===== config.mk =====
export PLATFORM = sky130hd
export DESIGN_NAME = text_line_number_visualize_filter_core
export DESIGN_NICKNAME = d
export VERILOG_FILES = /design/src/sv/tlnv_pkg.sv /design/src/sv/tlnv_front.sv /design/src/sv/tlnv_queue.sv /design/src/sv/tlnv_back.sv /design/src/sv/text_line_number_visualize_filter_core.sv
export SDC_FILE = /design/constraint.sdc
export NUM_CORES = 1
export LEC_CHECK = 0
export BUFFER_PORTS_ARGS = -buffer_cell sky130_fd_sc_hd__buf_2
export CORE_UTILIZATION = 40
export DETAILED_ROUTE_END_ITERATION = 12
export GPL_TIMING_DRIVEN = 0
export PLACE_DENSITY = 0.63
export SLEW_MARGIN = 20
export SYNTH_ARGS = -nofsm -noshare
export SYNTH_HDL_FRONTEND = slang
export SYNTH_SLANG_ARGS = --single-unit

===== constraint.sdc =====
create_clock -name aclk -period 4.5 [get_ports aclk]
set_input_delay 0 -clock aclk [delete_from_list [all_inputs] [get_ports aclk]]
set_output_delay 0 -clock aclk [all_outputs]
set_load 0.005 [all_outputs]

===== src/sv/tlnv_pkg.sv =====
// ----------------------------------------------------------------------------
// tlnv_pkg
// Types, constants and helper functions of the text line filter.
// ----------------------------------------------------------------------------
`default_nettype none

package tlnv_pkg;

    localparam int NUMBER_DIGITS = 6;
    localparam int BCD_W         = 4 * NUMBER_DIGITS;
    localparam int DIG_W         = (NUMBER_DIGITS > 1) ? $clog2(NUMBER_DIGITS) : 1;
    localparam logic [DIG_W-1:0] DIG_LAST = DIG_W'(NUMBER_DIGITS - 1);
    localparam logic [BCD_W-1:0] BCD_ONE  = BCD_W'(1);

    localparam int QUEUE_DEPTH = 2;

    localparam int CFG_ADDR_W = 3;

    localparam logic [7:0] CH_NL    = 8'h0A;
    localparam logic [7:0] CH_TAB   = 8'h09;
    localparam logic [7:0] CH_SPACE = 8'h20;
    localparam logic [7:0] CH_ZERO  = 8'h30;
    localparam logic [7:0] CH_I     = 8'h49;
    localparam logic [7:0] CH_CARET = 8'h5E;
    localparam logic [7:0] CH_DOLLAR = 8'h24;
    localparam logic [7:0] CH_QMARK = 8'h3F;
    localparam logic [7:0] CH_DEL   = 8'h7F;
    localparam logic [7:0] CH_CTRL_OFS = 8'h40;
    localparam logic [7:0] CH_CTRL_END = 8'h20;

    typedef enum logic [CFG_ADDR_W-1:0] {
        REG_NUMBER_NONBLANK  = 3'd0,
        REG_NUMBER_ALL       = 3'd1,
        REG_SQUEEZE_BLANK    = 3'd2,
        REG_SHOW_ENDS        = 3'd3,
        REG_SHOW_TABS        = 3'd4,
        REG_SHOW_NONPRINTING = 3'd5
    } cfg_reg_t;

    // One expansion job: optional number text, optional prefix, final byte.
    typedef struct packed {
        logic                            num_en;
        logic [NUMBER_DIGITS-1:0][7:0]   num_text;  // [NUMBER_DIGITS-1] printed first
        logic                            pre_en;
        logic [7:0]                      pre_byte;
        logic [7:0]                      fin_byte;
    } job_t;

    typedef struct packed {
        logic full;
        logic empty;
    } q_stat_t;

    // Saturating BCD increment.
    function automatic logic [BCD_W-1:0] bcd_inc(input logic [BCD_W-1:0] v);
        logic [BCD_W-1:0] r;
        logic             carry;
        logic             all9;
        r     = v;
        carry = 1'b1;
        all9  = 1'b1;
        for (int i = 0; i < NUMBER_DIGITS; i++) begin
            if (v[4*i +: 4] != 4'd9) all9 = 1'b0;
        end
        for (int i = 0; i < NUMBER_DIGITS; i++) begin
            if (carry) begin
                if (v[4*i +: 4] == 4'd9) begin
                    r[4*i +: 4] = 4'd0;
                end else begin
                    r[4*i +: 4] = v[4*i +: 4] + 4'd1;
                    carry = 1'b0;
                end
            end
        end
        return all9 ? v : r;
    endfunction

    // Right-aligned decimal text, leading zeros shown as spaces.
    function automatic logic [NUMBER_DIGITS-1:0][7:0] bcd_text(input logic [BCD_W-1:0] v);
        logic [NUMBER_DIGITS-1:0][7:0] t;
        logic                          lead;
        lead = 1'b1;
        for (int i = NUMBER_DIGITS - 1; i >= 0; i--) begin
            if (v[4*i +: 4] != 4'd0 || i == 0) lead = 1'b0;
            t[i] = lead ? CH_SPACE : (CH_ZERO + {4'h0, v[4*i +: 4]});
        end
        return t;
    endfunction

endpackage

`default_nettype wire


===== src/sv/tlnv_front.sv =====
// ----------------------------------------------------------------------------
// tlnv_front
// Holds the options and line state, classifies each input byte into a job.
// ----------------------------------------------------------------------------
`default_nettype none

module tlnv_front import tlnv_pkg::*; (
    input  wire logic                  aclk,
    input  wire logic                  aresetn,
    input  wire logic                  cfg_we,
    input  wire logic [CFG_ADDR_W-1:0] cfg_addr,
    input  wire logic                  cfg_wdata,
    input  wire logic                  in_accept,
    input  wire logic [7:0]            data_byte,
    input  wire logic                  file_start,
    output      logic                  push,
    output      job_t                  push_job
);

    logic number_nonblank_reg, number_all_reg, squeeze_blank_reg;
    logic show_ends_reg, show_tabs_reg, show_nonprinting_reg;

    logic [BCD_W-1:0] line_number_reg, line_number_next;
    logic             after_newline_reg, after_newline_next;
    logic [1:0]       blank_run_reg, blank_run_next;

    logic [BCD_W-1:0] ln_cur;
    logic             an_cur;
    logic [1:0]       br_cur;
    logic             is_nl, is_tab, is_ctrl, drop, num_en;
    cfg_reg_t         cfg_sel;

    assign cfg_sel = cfg_reg_t'(cfg_addr);

    always_comb begin
        // apply file start before anything else
        ln_cur = file_start ? BCD_ONE : line_number_reg;
        an_cur = file_start ? 1'b1 : after_newline_reg;
        br_cur = file_start ? 2'd0 : blank_run_reg;

        is_nl   = (data_byte == CH_NL);
        is_tab  = (data_byte == CH_TAB);
        is_ctrl = ((data_byte < CH_CTRL_END) || (data_byte == CH_DEL)) && !is_nl && !is_tab;

        if (squeeze_blank_reg && is_nl && an_cur) begin
            blank_run_next = (br_cur < 2'd2) ? br_cur + 2'd1 : br_cur;
        end else begin
            blank_run_next = 2'd0;
        end
        drop = (blank_run_next > 2'd1);

        num_en = an_cur && ((number_nonblank_reg && !is_nl) ||
                            (number_all_reg && !number_nonblank_reg));

        line_number_next   = (num_en && !drop) ? bcd_inc(ln_cur) : ln_cur;
        after_newline_next = drop ? an_cur : is_nl;

        push_job.num_en   = num_en;
        push_job.num_text = bcd_text(ln_cur);
        push_job.pre_en   = (show_tabs_reg && is_tab) || (show_ends_reg && is_nl) ||
                            (show_nonprinting_reg && is_ctrl);
        push_job.pre_byte = (show_ends_reg && is_nl) ? CH_DOLLAR : CH_CARET;
        if (show_tabs_reg && is_tab) begin
            push_job.fin_byte = CH_I;
        end else if (show_nonprinting_reg && is_ctrl) begin
            push_job.fin_byte = (data_byte == CH_DEL) ? CH_QMARK : data_byte + CH_CTRL_OFS;
        end else begin
            push_job.fin_byte = data_byte;
        end

        push = in_accept && !drop;
    end

    always_ff @(posedge aclk) begin
        if (!aresetn) begin
            number_nonblank_reg  <= 1'b0;
            number_all_reg       <= 1'b0;
            squeeze_blank_reg    <= 1'b0;
            show_ends_reg        <= 1'b0;
            show_tabs_reg        <= 1'b0;
            show_nonprinting_reg <= 1'b0;
            line_number_reg      <= BCD_ONE;
            after_newline_reg    <= 1'b1;
            blank_run_reg        <= 2'd0;
        end else begin
            if (cfg_we) begin
                unique case (cfg_sel)
                    REG_NUMBER_NONBLANK:  number_nonblank_reg  <= cfg_wdata;
                    REG_NUMBER_ALL:       number_all_reg       <= cfg_wdata;
                    REG_SQUEEZE_BLANK:    squeeze_blank_reg    <= cfg_wdata;
                    REG_SHOW_ENDS:        show_ends_reg        <= cfg_wdata;
                    REG_SHOW_TABS:        show_tabs_reg        <= cfg_wdata;
                    REG_SHOW_NONPRINTING: show_nonprinting_reg <= cfg_wdata;
                    default: ;
                endcase
            end
            if (in_accept) begin
                line_number_reg   <= line_number_next;
                after_newline_reg <= after_newline_next;
                blank_run_reg     <= blank_run_next;
            end
        end
    end

endmodule

`default_nettype wire


===== src/sv/tlnv_queue.sv =====
// ----------------------------------------------------------------------------
// tlnv_queue
// Short job queue between the classifier and the expander.
// ----------------------------------------------------------------------------
`default_nettype none

module tlnv_queue import tlnv_pkg::*; (
    input  wire logic aclk,
    input  wire logic aresetn,
    input  wire logic push,
    input  wire job_t push_job,
    input  wire logic pop,
    output job_t      head_job,
    output q_stat_t   stat
);

    localparam int PTR_W = (QUEUE_DEPTH > 1) ? $clog2(QUEUE_DEPTH) : 1;
    localparam int CNT_W = $clog2(QUEUE_DEPTH + 1);
    localparam logic [PTR_W-1:0] PTR_LAST = PTR_W'(QUEUE_DEPTH - 1);
    localparam logic [CNT_W-1:0] CNT_FULL = CNT_W'(QUEUE_DEPTH);

    job_t             slot_reg [QUEUE_DEPTH];
    logic [PTR_W-1:0] wr_ptr_reg, rd_ptr_reg;
    logic [CNT_W-1:0] count_reg;

    assign stat     = '{full: (count_reg == CNT_FULL), empty: (count_reg == '0)};
    assign head_job = slot_reg[rd_ptr_reg];

    always_ff @(posedge aclk) begin
        if (push) slot_reg[wr_ptr_reg] <= push_job;
    end

    always_ff @(posedge aclk) begin
        if (!aresetn) begin
            wr_ptr_reg <= '0;
            rd_ptr_reg <= '0;
            count_reg  <= '0;
        end else begin
            if (push) wr_ptr_reg <= (wr_ptr_reg == PTR_LAST) ? '0 : wr_ptr_reg + 1'b1;
            if (pop)  rd_ptr_reg <= (rd_ptr_reg == PTR_LAST) ? '0 : rd_ptr_reg + 1'b1;
            if (push && !pop) count_reg <= count_reg + 1'b1;
            else if (pop && !push) count_reg <= count_reg - 1'b1;
        end
    end

endmodule

`default_nettype wire


===== src/sv/tlnv_back.sv =====
// ----------------------------------------------------------------------------
// tlnv_back
// Expands the queue head job into output bytes, one per cycle unless stalled.
// ----------------------------------------------------------------------------
`default_nettype none

module tlnv_back import tlnv_pkg::*; (
    input  wire logic       aclk,
    input  wire logic       aresetn,
    input  wire job_t       head_job,
    input  wire q_stat_t    stat,
    output      logic       pop,
    output      logic       m_tvalid,
    input  wire logic       m_tready,
    output      logic [7:0] m_tdata,
    output      logic       m_tlast
);

    typedef enum logic [2:0] {
        PH_FRESH,
        PH_NUM,
        PH_TAB,
        PH_PRE,
        PH_FIN
    } phase_t;

    phase_t           phase_reg, phase_next, phase_cur;
    logic [DIG_W-1:0] digit_reg, digit_next;
    logic             m_tvalid_reg, m_tvalid_next;
    logic [7:0]       m_tdata_reg, m_tdata_next;
    logic             m_tlast_reg, m_tlast_next;
    logic             load, step;

    assign load = !m_tvalid_reg || m_tready;
    assign step = load && !stat.empty;

    always_comb begin
        // a fresh job starts at its first present part
        if (phase_reg == PH_FRESH) begin
            if (head_job.num_en)      phase_cur = PH_NUM;
            else if (head_job.pre_en) phase_cur = PH_PRE;
            else                      phase_cur = PH_FIN;
        end else begin
            phase_cur = phase_reg;
        end

        phase_next    = phase_reg;
        digit_next    = digit_reg;
        m_tvalid_next = m_tvalid_reg;
        m_tdata_next  = m_tdata_reg;
        m_tlast_next  = m_tlast_reg;
        pop           = 1'b0;

        if (step) begin
            m_tvalid_next = 1'b1;
            m_tlast_next  = 1'b0;
            unique case (phase_cur)
                PH_NUM: begin
                    m_tdata_next = head_job.num_text[digit_reg];
                    if (digit_reg == '0) begin
                        phase_next = PH_TAB;
                    end else begin
                        phase_next = PH_NUM;
                        digit_next = digit_reg - 1'b1;
                    end
                end
                PH_TAB: begin
                    m_tdata_next = CH_TAB;
                    phase_next   = head_job.pre_en ? PH_PRE : PH_FIN;
                end
                PH_PRE: begin
                    m_tdata_next = head_job.pre_byte;
                    phase_next   = PH_FIN;
                end
                default: begin
                    m_tdata_next = head_job.fin_byte;
                    m_tlast_next = 1'b1;
                    phase_next   = PH_FRESH;
                    digit_next   = DIG_LAST;
                    pop          = 1'b1;
                end
            endcase
        end else if (load) begin
            m_tvalid_next = 1'b0;
        end
    end

    always_ff @(posedge aclk) begin
        if (!aresetn) begin
            phase_reg    <= PH_FRESH;
            digit_reg    <= DIG_LAST;
            m_tvalid_reg <= 1'b0;
            m_tlast_reg  <= 1'b0;
        end else begin
            phase_reg    <= phase_next;
            digit_reg    <= digit_next;
            m_tvalid_reg <= m_tvalid_next;
            m_tlast_reg  <= m_tlast_next;
        end
        m_tdata_reg <= m_tdata_next;
    end

    assign m_tvalid = m_tvalid_reg;
    assign m_tdata  = m_tdata_reg;
    assign m_tlast  = m_tlast_reg;

endmodule

`default_nettype wire


===== src/sv/text_line_number_visualize_filter_core.sv =====
// ----------------------------------------------------------------------------
// text_line_number_visualize_filter_core
// Byte-stream text filter: blank squeeze, line numbers, visible ends/tabs/ctrl.
// ----------------------------------------------------------------------------
//
//   channel   direction   payload                          handshake
//   s_*       in          tdata[7:0] data_byte             tvalid/tready
//                         tuser      file_start
//   m_*       out         tdata[7:0] out_byte              tvalid/tready
//                         tlast      last_of_run
//   cfg_*     in          cfg_addr -> register, cfg_wdata  cfg_we (no wait)
//
// Plain bytes go in and out at one item per cycle while the output is ready;
// the input is taken every cycle while the two-entry job queue has room.
// A numbered line adds NUMBER_DIGITS digits and a tab to the output and a
// caret or dollar prefix one byte more; the expander emits one byte per
// cycle, so the queue fills and the input stalls until those bytes drain.
// Reset (aresetn low, synchronous) clears options, empties the queue and
// restarts numbering at one; output stalls hold the queue and then the input.
// ----------------------------------------------------------------------------
`default_nettype none

module text_line_number_visualize_filter_core import tlnv_pkg::*; (
    input  wire logic                  aclk,
    input  wire logic                  aresetn,
    // configuration writes
    input  wire logic                  cfg_we,
    input  wire logic [CFG_ADDR_W-1:0] cfg_addr,
    input  wire logic                  cfg_wdata,
    // input bytes
    input  wire logic                  s_tvalid,
    output      logic                  s_tready,
    input  wire logic [7:0]            s_tdata,   // [7:0] data_byte
    input  wire logic                  s_tuser,   // [0] file_start
    // formatted bytes
    output      logic                  m_tvalid,
    input  wire logic                  m_tready,
    output      logic [7:0]            m_tdata,   // [7:0] out_byte
    output      logic                  m_tlast
);

    logic    in_accept;
    logic    push, pop;
    job_t    push_job, head_job;
    q_stat_t stat;

    // take a byte whenever the queue can hold its job; squeezed bytes
    // are taken too but leave no job behind
    assign s_tready  = !stat.full;
    assign in_accept = s_tvalid && s_tready;

    // classify: update line state and build the expansion job
    tlnv_front u_front (
        .aclk       (aclk),
        .aresetn    (aresetn),
        .cfg_we     (cfg_we),
        .cfg_addr   (cfg_addr),
        .cfg_wdata  (cfg_wdata),
        .in_accept  (in_accept),
        .data_byte  (s_tdata),
        .file_start (s_tuser),
        .push       (push),
        .push_job   (push_job)
    );

    // decouple classifier from expander
    tlnv_queue u_queue (
        .aclk     (aclk),
        .aresetn  (aresetn),
        .push     (push),
        .push_job (push_job),
        .pop      (pop),
        .head_job (head_job),
        .stat     (stat)
    );

    // expand: number digits, tab, prefix, final byte into the output register
    tlnv_back u_back (
        .aclk     (aclk),
        .aresetn  (aresetn),
        .head_job (head_job),
        .stat     (stat),
        .pop      (pop),
        .m_tvalid (m_tvalid),
        .m_tready (m_tready),
        .m_tdata  (m_tdata),
        .m_tlast  (m_tlast)
    );

endmodule

`default_nettype wire


**Word-level counts from Yosys, hierarchy flattened**

Memories as Yosys holds them, arrays and structs flattened. A register that Yosys moved wholly into a read port is not among the register bits.
Cells that the tools add are included.

- Flip-flop bits (word level): 53
- Output and inout bits: 11
- Memories: 1
- Logic and storage cells: 187
- Memory bits (writable): 128

Memories:

| name | depth | width | read ports | clocked after memory_dff | write ports | line | RTL |
|---|---|---|---|---|---|---|---|
| u_queue.slot_reg | 2 | 64 | 1 | 1 | 1 | tlnv_queue.sv:22 | `job_t slot_reg [QUEUE_DEPTH];` |

- Add/sub/neg operators: 19
- Order comparisons: 4
- Reductions and logical operators: 50
- Multiplexer cells: 70
- Eq/ne operators: 25
- Bitwise gates (word level): 1

Operators with widths:

| operator | count |
|---|---|
| 24-bit two-way mux | 3 |
| 8-bit two-way mux | 9 |
| 4-bit two-way mux | 11 |
| 6-bit by 4-bit adder with 7-bit output, first input constant | 6 |
| 1-bit two-way mux | 32 |
| 4-bit by 1-bit adder with 4-bit output, second input constant | 6 |
| 8-bit binary-select mux with 3-bit select | 1 |
| 4-bit == test, second input constant | 6 |
| 4-bit inequality test, second input constant | 6 |
| 8-bit case mux with 3 select lines | 1 |
| 4-bit nonzero test | 5 |
| 8-bit by 4-bit == test with 1-bit output, second input constant | 2 |
| 1-bit logical AND | 16 |
| 3-bit by 2-bit == test with 1-bit output, second input constant | 4 |
| 2-bit two-way mux | 6 |
| 3-bit two-way mux | 4 |
| 2-bit AND reduction | 6 |
| 1-bit logical NOT | 9 |
| 3-bit logical NOT | 3 |
| 3-bit case mux with 3 select lines | 1 |
| 8-bit by 7-bit adder with 8-bit output, second input constant | 1 |
| 8-bit by 7-bit == test with 1-bit output, second input constant | 1 |
| 8-bit by 6-bit < comparator with 1-bit output, second input constant | 1 |
| 7-bit two-way mux | 1 |
| other kinds (19) | 28 |

**Logic depth before layout (Yosys ltp)**

Gate-level depths: netlist (run 1).

- Word-level depth: 11
- Depth in mapped cells: 11
- Depth with buffers taken out: 9

**By module**

From an unflattened synthesis (run 1), not the netlist that was laid out.

- Cell total of the unflattened synthesis: 712
- Area total of the unflattened synthesis: 8843.5 µm²

By module, submodules not included:

| module | instances | area each (µm²) | cells an instance |
|---|---|---|---|
| tlnv_queue | 1 | 4988.5 | 227 |
| tlnv_front | 1 | 2622.5 | 362 |
| tlnv_back | 1 | 1222.4 | 121 |
| text_line_number_visualize_filter_core | 1 | 10.0 | 2 |

**Worst setup path before layout (run 1)**

No wires, ideal clock.

- Kind: register to register
- Start: register u_queue.count_reg[0]
- End: memory u_queue.slot_reg[0][0] (netlist name), enable pin
- Library setup time: 0.444 ns
- Stages on the path, launching flop included: 5
- Arrival: 2.901 ns
- Slack: 1.154 ns
- Period minus slack after synthesis: 3.346 ns
- Required time: 4.056 ns
- Buffers on the path: 0
- Cells stage by stage: dfxtp_1 -> nand2b_1 -> nand2_1 -> a21oi_1 -> nor2b_1

- Longest elaborated chain between the ends: 6

Ends and longest elaborated chain:

| element | line | RTL |
|---|---|---|
| from (decl) | tlnv_queue.sv:24 | `logic [CNT_W-1:0] count_reg;` |
| from (signal assigned) | tlnv_queue.sv:41 | `if (push && !pop) count_reg <= count_reg + 1'b1;` |
| from (signal assigned) | tlnv_queue.sv:42 | `else if (pop && !push) count_reg <= count_reg - 1'b1;` |
| 2-bit == test | tlnv_queue.sv:26 | `assign stat = '{full: (count_reg == CNT_FULL), empty: (count_reg == '0)};` |
| 1-bit logical NOT | text_line_number_visualize_filter_core.sv:49 | `assign s_tready = !stat.full;` |
| named net s_tready | text_line_number_visualize_filter_core.sv:32 | `output logic s_tready,` |
| 1-bit logical AND | text_line_number_visualize_filter_core.sv:50 | `assign in_accept = s_tvalid && s_tready;` |
| 1-bit logical AND | tlnv_front.sv:71 | `push = in_accept && !drop;` |
| named net push | text_line_number_visualize_filter_core.sv:43 | `logic push, pop;` |
| 1-bit two-way mux | tlnv_queue.sv:30 | `if (push) slot_reg[wr_ptr_reg] <= push_job;` |
| 1-bit two-way mux (not written as such) | tlnv_queue.sv:30 |  |
| to (decl) | tlnv_queue.sv:22 |  |

The timed path passes the listed nets, and every way through them passes these cells.

==> results of run 1 <==
==> repair_timing <==
item                                    4_1_cts  5_1_grt
hold buffers                                 13        0
endpoints found under the hold margin        22        0
endpoints found under the setup margin        0        0
==> cell type report <==
type	count	area, sq um
multi-input cells	360	2510
clock buffers	20	437
well taps	211	264
inverters	25	100
repair buffers	41	300
fillers	1387	7890
flip-flops and latches	136	3620
clock inverters	11	108
plain buffers	34	143
==> power by group through the flow <==
stage	sequential, W	combinational (W)	clock (W)
3_5_place_dp	0.00168	0.000948	0
2_1_floorplan	0.00167	0.000657	0
3_3_place_gp	0.00167	0.000913	0
4_1_cts	0.00165	0.000960	0.00131
6_report	0.00165	0.000949	0.00129
5_1_grt	0.00167	0.00105	0.00137
==> how the worst max path moves through the flow <==
stage / from / slack (ps) / end
after floorplan: u_queue.count_reg[0] / 1150 / u_queue.slot_reg[0][0]
after global routing: flop / 1370 / u_queue.count_reg[1]
after global placement: u_queue.count_reg[0] / 70 / u_queue.slot_reg[0][40]
after CTS: flop / 1570 / u_queue.count_reg[1]
after detailed placement: flop / 1580 / u_queue.count_reg[1]
final: flop / 1560 / u_queue.count_reg[1]
==> kinds of logic (layout without fill, tap and decap cells) <==
| logic type | count (synthesis) | after routing |
|---|---|---|
| AO/OA/AOI/OAI | 112 | 112 |
| adder cells (fa/ha/maj) | 7 | 7 |
| flip-flops | 136 | 136 |
| multiplexers | 39 | 39 |
| XOR/XNOR | 8 | 8 |
| AND/OR/NAND/NOR | 194 | 194 |
| buffers and inverters | 59 | 131 |
==> cells in the final DEF (no fill, tap or decap), types with 3 or more instances in the layout <==
| cell | count |
|---|---|
| edfxtp_1 | 90 |
| nor2_1 | 46 |
| dfxtp_1 | 46 |
| nand2_1 | 41 |
| buf_2 | 29 |
| clkbuf_1 | 27 |
| o21ai_0 | 24 |
| inv_1 | 23 |
| a21oi_1 | 22 |
| mux2i_1 | 22 |
| nand3_1 | 22 |
| clkbuf_16 | 17 |
| nor2b_1 | 16 |
| mux4_2 | 13 |
| dlygate4sd3_1 | 13 |
| nor3_1 | 12 |
| a31oi_1 | 11 |
| o211ai_1 | 9 |
| nor4_1 | 7 |
| o22ai_1 | 7 |
| or3_1 | 7 |
| ha_1 | 7 |
| nand4_1 | 6 |
| nand2b_1 | 5 |
| buf_1 | 5 |
| xor2_1 | 5 |
| and3_1 | 5 |
| mux2_2 | 4 |
| o2111ai_1 | 4 |
| a41oi_1 | 4 |
| clkinv_1 | 4 |
| clkinv_2 | 3 |
| a21boi_0 | 3 |
| a21o_1 | 3 |
| and2_1 | 3 |
| a211oi_1 | 3 |
| xnor2_1 | 3 |
| clkinvlp_4 | 3 |
==> routing by layer <==
layer  global-route usage [%]  share of wire (%)
met1                     26.6                 46
met3                     5.01                5.2
met4                     7.68                2.4
met2                     30.3                 46
met5                        0                  0
==> worst min-delay path: stages <==
cell	delay, ps
buf_2	130
nor3_1	80
mux2i_1	110
nor2_1	70
==> through the flow <==
stage	setup slack, ps	area [sq um]	total power (W)	util (%)	hold slack [ps]
2_1_floorplan	1150	6360	0.00233	-	144
3_3_place_gp	72.3	6760	0.00259	44.0	312
3_5_place_dp	1580	6810	0.00263	44.3	331
4_1_cts	1570	7480	0.00393	48.7	3.64
5_1_grt	1370	7480	0.00408	48.7	17.6
6_report	1560	7480	0.00389	48.7	17.3
==> run summary, run 1 <==
Outcome: completed
CTS Sinks: 136
Top FF cell, synth: edfxtp_1
Per-cell routed wire length: 17.9 microns
CP Data Required Time: 4840 ps
Worst Reg-to-Reg Cells: 8
Non-Filler Instances: 838
Kind of critical path: reg2reg
# H-tree levels: 4
Port bufs: 26
Min-Delay Path Class: in2reg
CTS Buf Count: 17
Crit path arrival time: 3280 ps
Simple-gate share of the synthesized area: 16.2%
Starting DRT DRC Count: 459
Unrepaired setup endpoints after global routing: false
Iteration count of the initial detailed-routing pass: 7
Ys Warns: 0
Setup TNS: 0 ps
Synth Net Count: 580
Final setup viols: 0
Worst-case clock buffer depth: 2
CTS tree: yes
Initial antenna violation count: 0
Switching pwr: 0.00111 W
FMAX: 340 MHz
Top post-synthesis cells by count: edfxtp_1, dfxtp_1, nor2_1
Placeable Area: 15400 sq um
CP endpoint kind: flop
Dpl hpwl: 10600 microns
Clock Skew: 9.69 ps
Area grow syn2layout: 17.6%
Top delay family on crit path: simple AND/OR/NAND/NOR gates
LEAKAGE: 2.60 nW
Clock power share: 33.2%
Peak supply drop: 294 uV
Pwr Density: 520 nW/um^2
Critical Path, Cell by Cell: buf_2, mux2_2, nor2_1, a31oi_1, nand2b_1, ha_1, or3_1, a21oi_1
Post-CTS setup buffer count: 0
Max FFs per register: 82
Initial Utilization: 41.4%
Largest family of logic cells by synthesized area: simple AND/OR/NAND/NOR gates
Internal power component: 0.00278 W
CTS resizes: 0
Seq pwr share: 42.4%
DRT antenna net count: 0
Most common cell in the netlist: edfxtp_1
Switch share: 28.6%
First-pass GRT wire length: 23900 microns
CP max-delay cell: mux2_2
Die X-Extent: 128 microns
Via-to-Cell Ratio: 5.58
Gr usage total: 19.7%
Post-synthesis mux area share: 8.77%
Seq/Total Area, Yosys: 56.9%
Area leader, netlist: edfxtp_1
Vias: 4673
WP buf/inv: 1
Post-Synthesis Cell Area: 6360 sq um
Slew Viols, Final: 0
Hold Path Cell Cnt: 4
Rows: 45
Worst path depth: 8
CP Launch Type: flop
Synthesized instance count: 555
Synth Area in Compound Gates: 11.8%
Routed WL: 15000 microns
Antenna Cells: 0
Reg-to-reg slack, setup: 1560 ps
GR Overflow Total: 0
CP peak stage delay: 430 ps
Fraction of registers with async set/reset: 0%
Post-Synth Adder-Cell Area: 1.38%
Worst Max-Slew Pin Slew: 900 ps
Yosys reg bits: 136
Post-layout min period: 2940 ps
Fraction of layout cells with a size suffix above 1: 14.7%
Placed cells: 794
Slew headroom: 40.0%
Min-Delay Endpoint: u_front.squeeze_blank_reg
Root Buffer Master: clkbuf_16
Routability cong.: 0.900
Worst R2R End: u_queue.count_reg[1]
Number of global-route vias before repair: 4491
Comb power frac: 24.4%
Net count reported at finish: 640
Top cells by area, synth: edfxtp_1, dfxtp_1, mux4_2
Avg Inst Size Synth: 11.5 sq um
Synth cell types: 73
Worst skew pair latency: 420 ps
Worst Min Path Start: cfg_addr[2]
Post-route DRC: 0
Post-synth EDFFs: 90
Final hold violations: 0
Crit path max fanout: 10
Yosys top cell area share: 42.5%
Max_cap viols: 0
DIE AREA: 16400 sq um
Largest net degree at the start of global routing: 32
Worst-path clk slew: 60 ps
Xor/xnor share of the synthesized area: 1.10%
Tcrit/Tclk final: 65.4%
Die Y: 128 microns
Top Ports: 29
(Power assumes the default switching activity.)
==> run 2: changes to the inputs <==
- PLACE_DENSITY: 0.63 -> 0.65
- clock period: 4.5 -> 2.6 ns (I/O delays scaled with it)
==> run summary, run 2 (synthesized netlist as in run 1, its figures left out) <==
Top Ports: 29 (unchanged)
Max_cap viols: 0 (unchanged)
Min Hold Slack: 40.7 ps (+23.3 ps)
Per-cell routed wire length: 17.6 microns (-1.7%)
Starting DRT DRC Count: 276 (-40%)
Outcome: completed
Via-to-Cell Ratio: 5.52 (-1.0%)
Kind of critical path: reg2reg
Number of global-route vias before repair: 4516 (+0.56%)
Worst Reg-to-Reg Cells: 5 (-3)
GR Overflow Total: 0 (unchanged)
Crit path arrival time: 2640 ps (-640 ps)
Peak supply drop: 530 uV (+80%)
Slew headroom: 46.4% (+6.4 points)
Crit path max fanout: 9 (-1)
CP peak stage delay: 740 ps (+310 ps)
Final hold violations: 0 (unchanged)
Min-Delay Path Class: in2reg
Final setup viols: 0 (unchanged)
Rows: 45 (unchanged)
Iteration count of the initial detailed-routing pass: 5 (-2)
Dpl hpwl: 10400 microns (-1.6%)
Reg-to-reg slack, setup: 110 ps (-1450 ps)
Net count reported at finish: 643 (+0.47%)
Max FFs per register: 82 (unchanged)
CTS Sinks: 136 (unchanged)
Final core utilization: 49.2% (+0.56 points)
Area grow syn2layout: 18.9%
Port bufs: 26 (unchanged)
Commonest non-fill, non-tap cells in the layout: edfxtp_1, dfxtp_1, nor2_1
Gr usage total: 19.4% (-0.29 points)
Largest net degree at the start of global routing: 29 (-9.4%)
FMAX: 402 MHz (+18%)
First-pass GRT wire length: 23700 microns (-1.1%)
Die Y: 128 microns (unchanged)
CTS Buf Count: 17 (unchanged)
Fraction of layout cells with a size suffix above 1: 15.8% (+1.2 points)
# H-tree levels: 4 (unchanged)
Worst Max-Slew Pin Slew: 799 ps (-100 ps)
Routability cong.: 0.927 (+3.0%)
Critical Path, Cell by Cell: clkbuf_1, nor4_2, a41oi_1, or4b_2, nand2b_1
Clock Skew: 13.9 ps (+4.20 ps)
Post-route DRC: 0 (unchanged)
Tcrit/Tclk final: 95.7% (+30 points)
Vias: 4654 (-0.41%)
Most common cell after layout, fill and taps aside: edfxtp_1
Worst skew pair latency: 430 ps (about the same)
Hold Path Cell Cnt: 3 (-1)
Initial antenna violation count: 0 (unchanged)
Pwr Density: 898 nW/um^2 (+72%)
CP endpoint kind: flop
CTS tree: yes
Worst-path clk slew: 60 ps (about the same)
PnR worst setup slack: 111 ps (-1450 ps)
Slew Viols, Final: 0 (unchanged)
DP Worst Slack: -331 ps (-1910 ps)
Worst-case clock buffer depth: 2 (unchanged)
CP max-delay cell: or4b_2
CP Launch Type: flop
Initial Utilization: 41.4% (unchanged)
Final Power: 0.00679 W (+74%)
CP Data Required Time: 2750 ps (-2090 ps)
Placeable Area: 15400 sq um (unchanged)
Die X-Extent: 128 microns (unchanged)
LEAKAGE: 2.64 nW (+1.6%)
Post-layout min period: 2490 ps (-452 ps)
Root Buffer Master: clkbuf_16
DIE AREA: 16400 sq um (unchanged)
Routed WL: 14800 microns (-1.1%)
Post-CTS setup buffer count: 0 (unchanged)
DRT antenna net count: 0 (unchanged)
Unrepaired setup endpoints after global routing: false
run 2: cell type report:
type                    count  area [sq um]
repair buffers             44           330
flip-flops and latches    136          3620
clock inverters            12           109
clock buffers              20           437
plain buffers              34           148
multi-input cells         360          2550
fillers                  1345          7800
well taps                 211           264
diodes                      1          2.50
inverters                  25           100
run 2: final timing paths:
kind                                                   from                          end
worst max register to register  u_front.line_number_reg[12]      u_queue.slot_reg[1][27]
worst min-delay path                                aresetn  u_front.line_number_reg[19]
worst max-delay path            u_front.line_number_reg[12]      u_queue.slot_reg[1][27]
worst min register to register               u_back.m_tlast               u_back.m_tlast
run 2: worst max-delay path, delay by kind of cell, from the launching register on:
| family | cells | cell delay [ps] |
|---|---|---|
| AND/OR/NAND/NOR | 3 | 1390 |
| buffers and inverters | 1 | 200 |
| flip-flops | 1 | 290 |
| AO/OA/AOI/OAI | 1 | 330 |
run 2: metrics by stage:
| stage | cell area (sq um) | std cells | TNS (ps) |
|---|---|---|---|
| 2_1_floorplan | 6370 | 555 | 0 |
| 5_1_grt | 7570 | 842 | 0 |
| 6_report | 7570 | 843 | 0 |
| 3_5_place_dp | 6810 | 794 | -507 |
| 4_1_cts | 7540 | 842 | 0 |
| 3_3_place_gp | 6760 | 792 | -47260 |
run 2: routing by layer:
metal	vias up	track usage [%]	routed length (microns)
met5	-	0	0
met4	0	8.10	309
met3	23	4.63	763
met2	141	30.6	7000
met1	2265	25.5	6750
li1	2225	-	-
run 2: what timing repair did:
item,in CTS,in global routing
hold buffers,16,0
cloned,0,0
gates resized for setup,5,10
hold endpoints to repair,25,0
setup endpoints to repair,4,7
run 2: power by group:
group          switching, W  total (W)  internal (W)
Clock              0.000854    0.00224       0.00138
Combinational      0.000970    0.00170      0.000729
Sequential         0.000120    0.00286       0.00274
Total               0.00194    0.00679       0.00485
==> run 3: changes to the inputs <==
--- a/config.mk
+++ b/config.mk
@@ -8,4 +8,5 @@
 export BUFFER_PORTS_ARGS = -buffer_cell sky130_fd_sc_hd__buf_2
 export CORE_UTILIZATION = 40
+export CTS_BUF_LIST = sky130_fd_sc_hd__clkbuf_2
 export DETAILED_ROUTE_END_ITERATION = 12
 export GPL_TIMING_DRIVEN = 0
==> constraint.sdc (replaced) <==
create_clock -name aclk -period 2.6 [get_ports aclk]
set_input_delay 0.26 -clock aclk [delete_from_list [all_inputs] [get_ports aclk]]
set_output_delay 0.26 -clock aclk [all_outputs]
set_load 0.005 [all_outputs]
==> run summary, run 3 (synthesized netlist as in run 1, its figures left out) <==
Unrepaired setup endpoints after global routing: false
Gr usage total: 19.3% (about the same)
CP endpoint kind: flop
DIE AREA: 16400 sq um (unchanged)
Worst-case clock buffer depth: 2 (unchanged)
Outcome: completed
Rows: 45 (unchanged)
Setup TNS: 0 ps (unchanged)
Slew headroom: 55.6% (+9.2 points)
Final Power: 0.00569 W (-16%)
Net count reported at finish: 645 (+0.31%)
Die X-Extent: 128 microns (unchanged)
Root Buffer Master: clkbuf_2
Tcrit/Tclk final: 96.8% (+1.1 points)
CTS Sinks: 136 (unchanged)
Worst R2R End: u_queue.slot_reg[0][27]
Placeable Area: 15400 sq um (unchanged)
Worst skew pair latency: 690 ps (+260 ps)
Largest net degree at the start of global routing: 33 (+14%)
Routed WL: 15100 microns (+1.6%)
Fraction of layout cells with a size suffix above 1: 15.7% (-0.18 points)
Reg-to-reg slack, setup: 80 ps (-30 ps)
Peak supply drop: 323 uV (-39%)
FMAX: 397 MHz (-1.1%)
Min-Delay Endpoint: u_front.squeeze_blank_reg
Kind of critical path: reg2reg
Area of the multi-input gates: 2580 sq um (+1.0%)
Worst Reg-to-Reg Cells: 5 (unchanged)
CTS Buf Count: 17 (unchanged)
GR Overflow Total: 0 (unchanged)
Top Ports: 29 (unchanged)
CP peak stage delay: 760 ps (+20 ps)
Die Y: 128 microns (unchanged)
Commonest non-fill, non-tap cells in the layout: edfxtp_1, dfxtp_1, nor2_1
Post-route DRC: 0 (unchanged)
Routability cong.: 0.879 (-5.2%)
PnR worst setup slack: 83.6 ps (-27.3 ps)
CP max-delay cell: or4b_2
Critical Path, Cell by Cell: clkbuf_1, nor4_1, a41oi_1, or4b_2, nand2b_1
Area grow syn2layout: 13.7%
Per-cell routed wire length: 17.8 microns (+1.5%)
Fillers: 1372 (+2.0%)
LEAKAGE: 2.50 nW (-5.3%)
Post-layout min period: 2520 ps (+27.3 ps)
Initial Utilization: 41.4% (unchanged)
Hold Path Cell Cnt: 5 (+2)
Min-Delay Path Class: in2reg
CP Data Required Time: 3040 ps (+290 ps)
Via-to-Cell Ratio: 5.63 (+1.9%)
DP Worst Slack: -373 ps (-42.3 ps)
Iteration count of the initial detailed-routing pass: 5 (unchanged)
Crit path max fanout: 9 (unchanged)
Final setup viols: 0 (unchanged)
Vias: 4748 (+2.0%)
Slew Viols, Final: 0 (unchanged)
Crit path arrival time: 2950 ps (+310 ps)
Final hold violations: 0 (unchanged)
CTS tree: yes
Max_cap viols: 0 (unchanged)
Most common cell after layout, fill and taps aside: edfxtp_1
First-pass GRT wire length: 23600 microns (-0.38%)
Initial antenna violation count: 0 (unchanged)
Max FFs per register: 82 (unchanged)
Worst Min Path Start: cfg_we
Post-CTS setup buffer count: 0 (unchanged)
Dpl hpwl: 10600 microns (+1.3%)
CP Launch Type: flop
Worst-path clk slew: 170 ps (+110 ps)
Pwr Density: 787 nW/um^2 (-12%)
Register area: 3620 sq um (unchanged)
Port bufs: 26 (unchanged)
Worst Max-Slew Pin Slew: 667 ps (-133 ps)
Reg2reg start: u_front.line_number_reg[12]
DRT antenna net count: 0 (unchanged)
Number of global-route vias before repair: 4558 (+0.93%)
Clock Skew: 26.4 ps (+12.5 ps)
Starting DRT DRC Count: 337 (+22%)
# H-tree levels: 4 (unchanged)
run 3: cell types whose count changed in the layout (fill, tap and decap cells not counted), moves of 2 or more:
cell | before | now
clkbuf_2 | 2 | 19
clkinv_2 | 4 | 2
clkinv_1 | 5 | 9
clkbuf_16 | 17 | 0
clkbuf_1 | 25 | 22
run 3: routing by layer:
metal	track usage, %	vias to the layer above	wire, microns
li1	-	2231	-
met1	24.9	2313	6670
met2	31.1	177	7180
met3	4.47	27	883
met4	8.72	0	314
met5	0	-	0
run 3: cell type report:
cell class | instances | area share [%]
clock buffers | 17 | 1.18
inverters | 25 | 1.38
plain buffers | 34 | 2.04
flip-flops and latches | 136 | 50.1
multi-input cells | 362 | 35.7
well taps | 211 | 3.65
diodes | 1 | 0.0346
repair buffers | 44 | 4.42
clock inverters | 14 | 1.59
run 3: report_power, final:
| part | switching [W] | internal, W |
|---|---|---|
| sequential | 0.000132 | 0.00273 |
| combinational | 0.000989 | 0.000723 |
| clock | 0.000716 | 0.000405 |
run 3: what timing repair did:
| action | CTS | global route |
|---|---|---|
| endpoints found under the setup margin | 43 | 81 |
| gates cloned | 1 | 1 |
| hold endpoints to repair | 32 | 0 |
| hold buffers | 17 | 0 |
| gates resized for setup | 6 | 10 |
run 3: through the flow:
stage	std cells	util, %	area [sq um]	hold WS, ps
floorplan	555	-	6370	404
global placement	792	44.0	6770	461
detailed placement	793	44.2	6790	464
CTS	842	46.8	7190	10.4
global route	843	47.1	7240	1.70
finish	844	47.1	7240	70.2
run 3: worst max-delay path: cells and delay by family (launching register included):
family	cells	cell delay, ps
compound gates	1	340
flops	1	330
simple gates	3	1410
buf+inv	1	210
run 3: worst max-delay path by stage:
stage / from / to / slack [ps]
after floorplan: s_tuser / u_queue.slot_reg[1][0] / 110
after global routing: flop / u_queue.count_reg[1] / 10
after global placement: s_tuser / u_queue.slot_reg[1][32] / -550
after detailed placement: flop / u_queue.count_reg[1] / -370
after CTS: u_queue.count_reg[0] / u_queue.slot_reg[0][14] / 6
final: u_front.line_number_reg[12] / u_queue.slot_reg[0][27] / 80
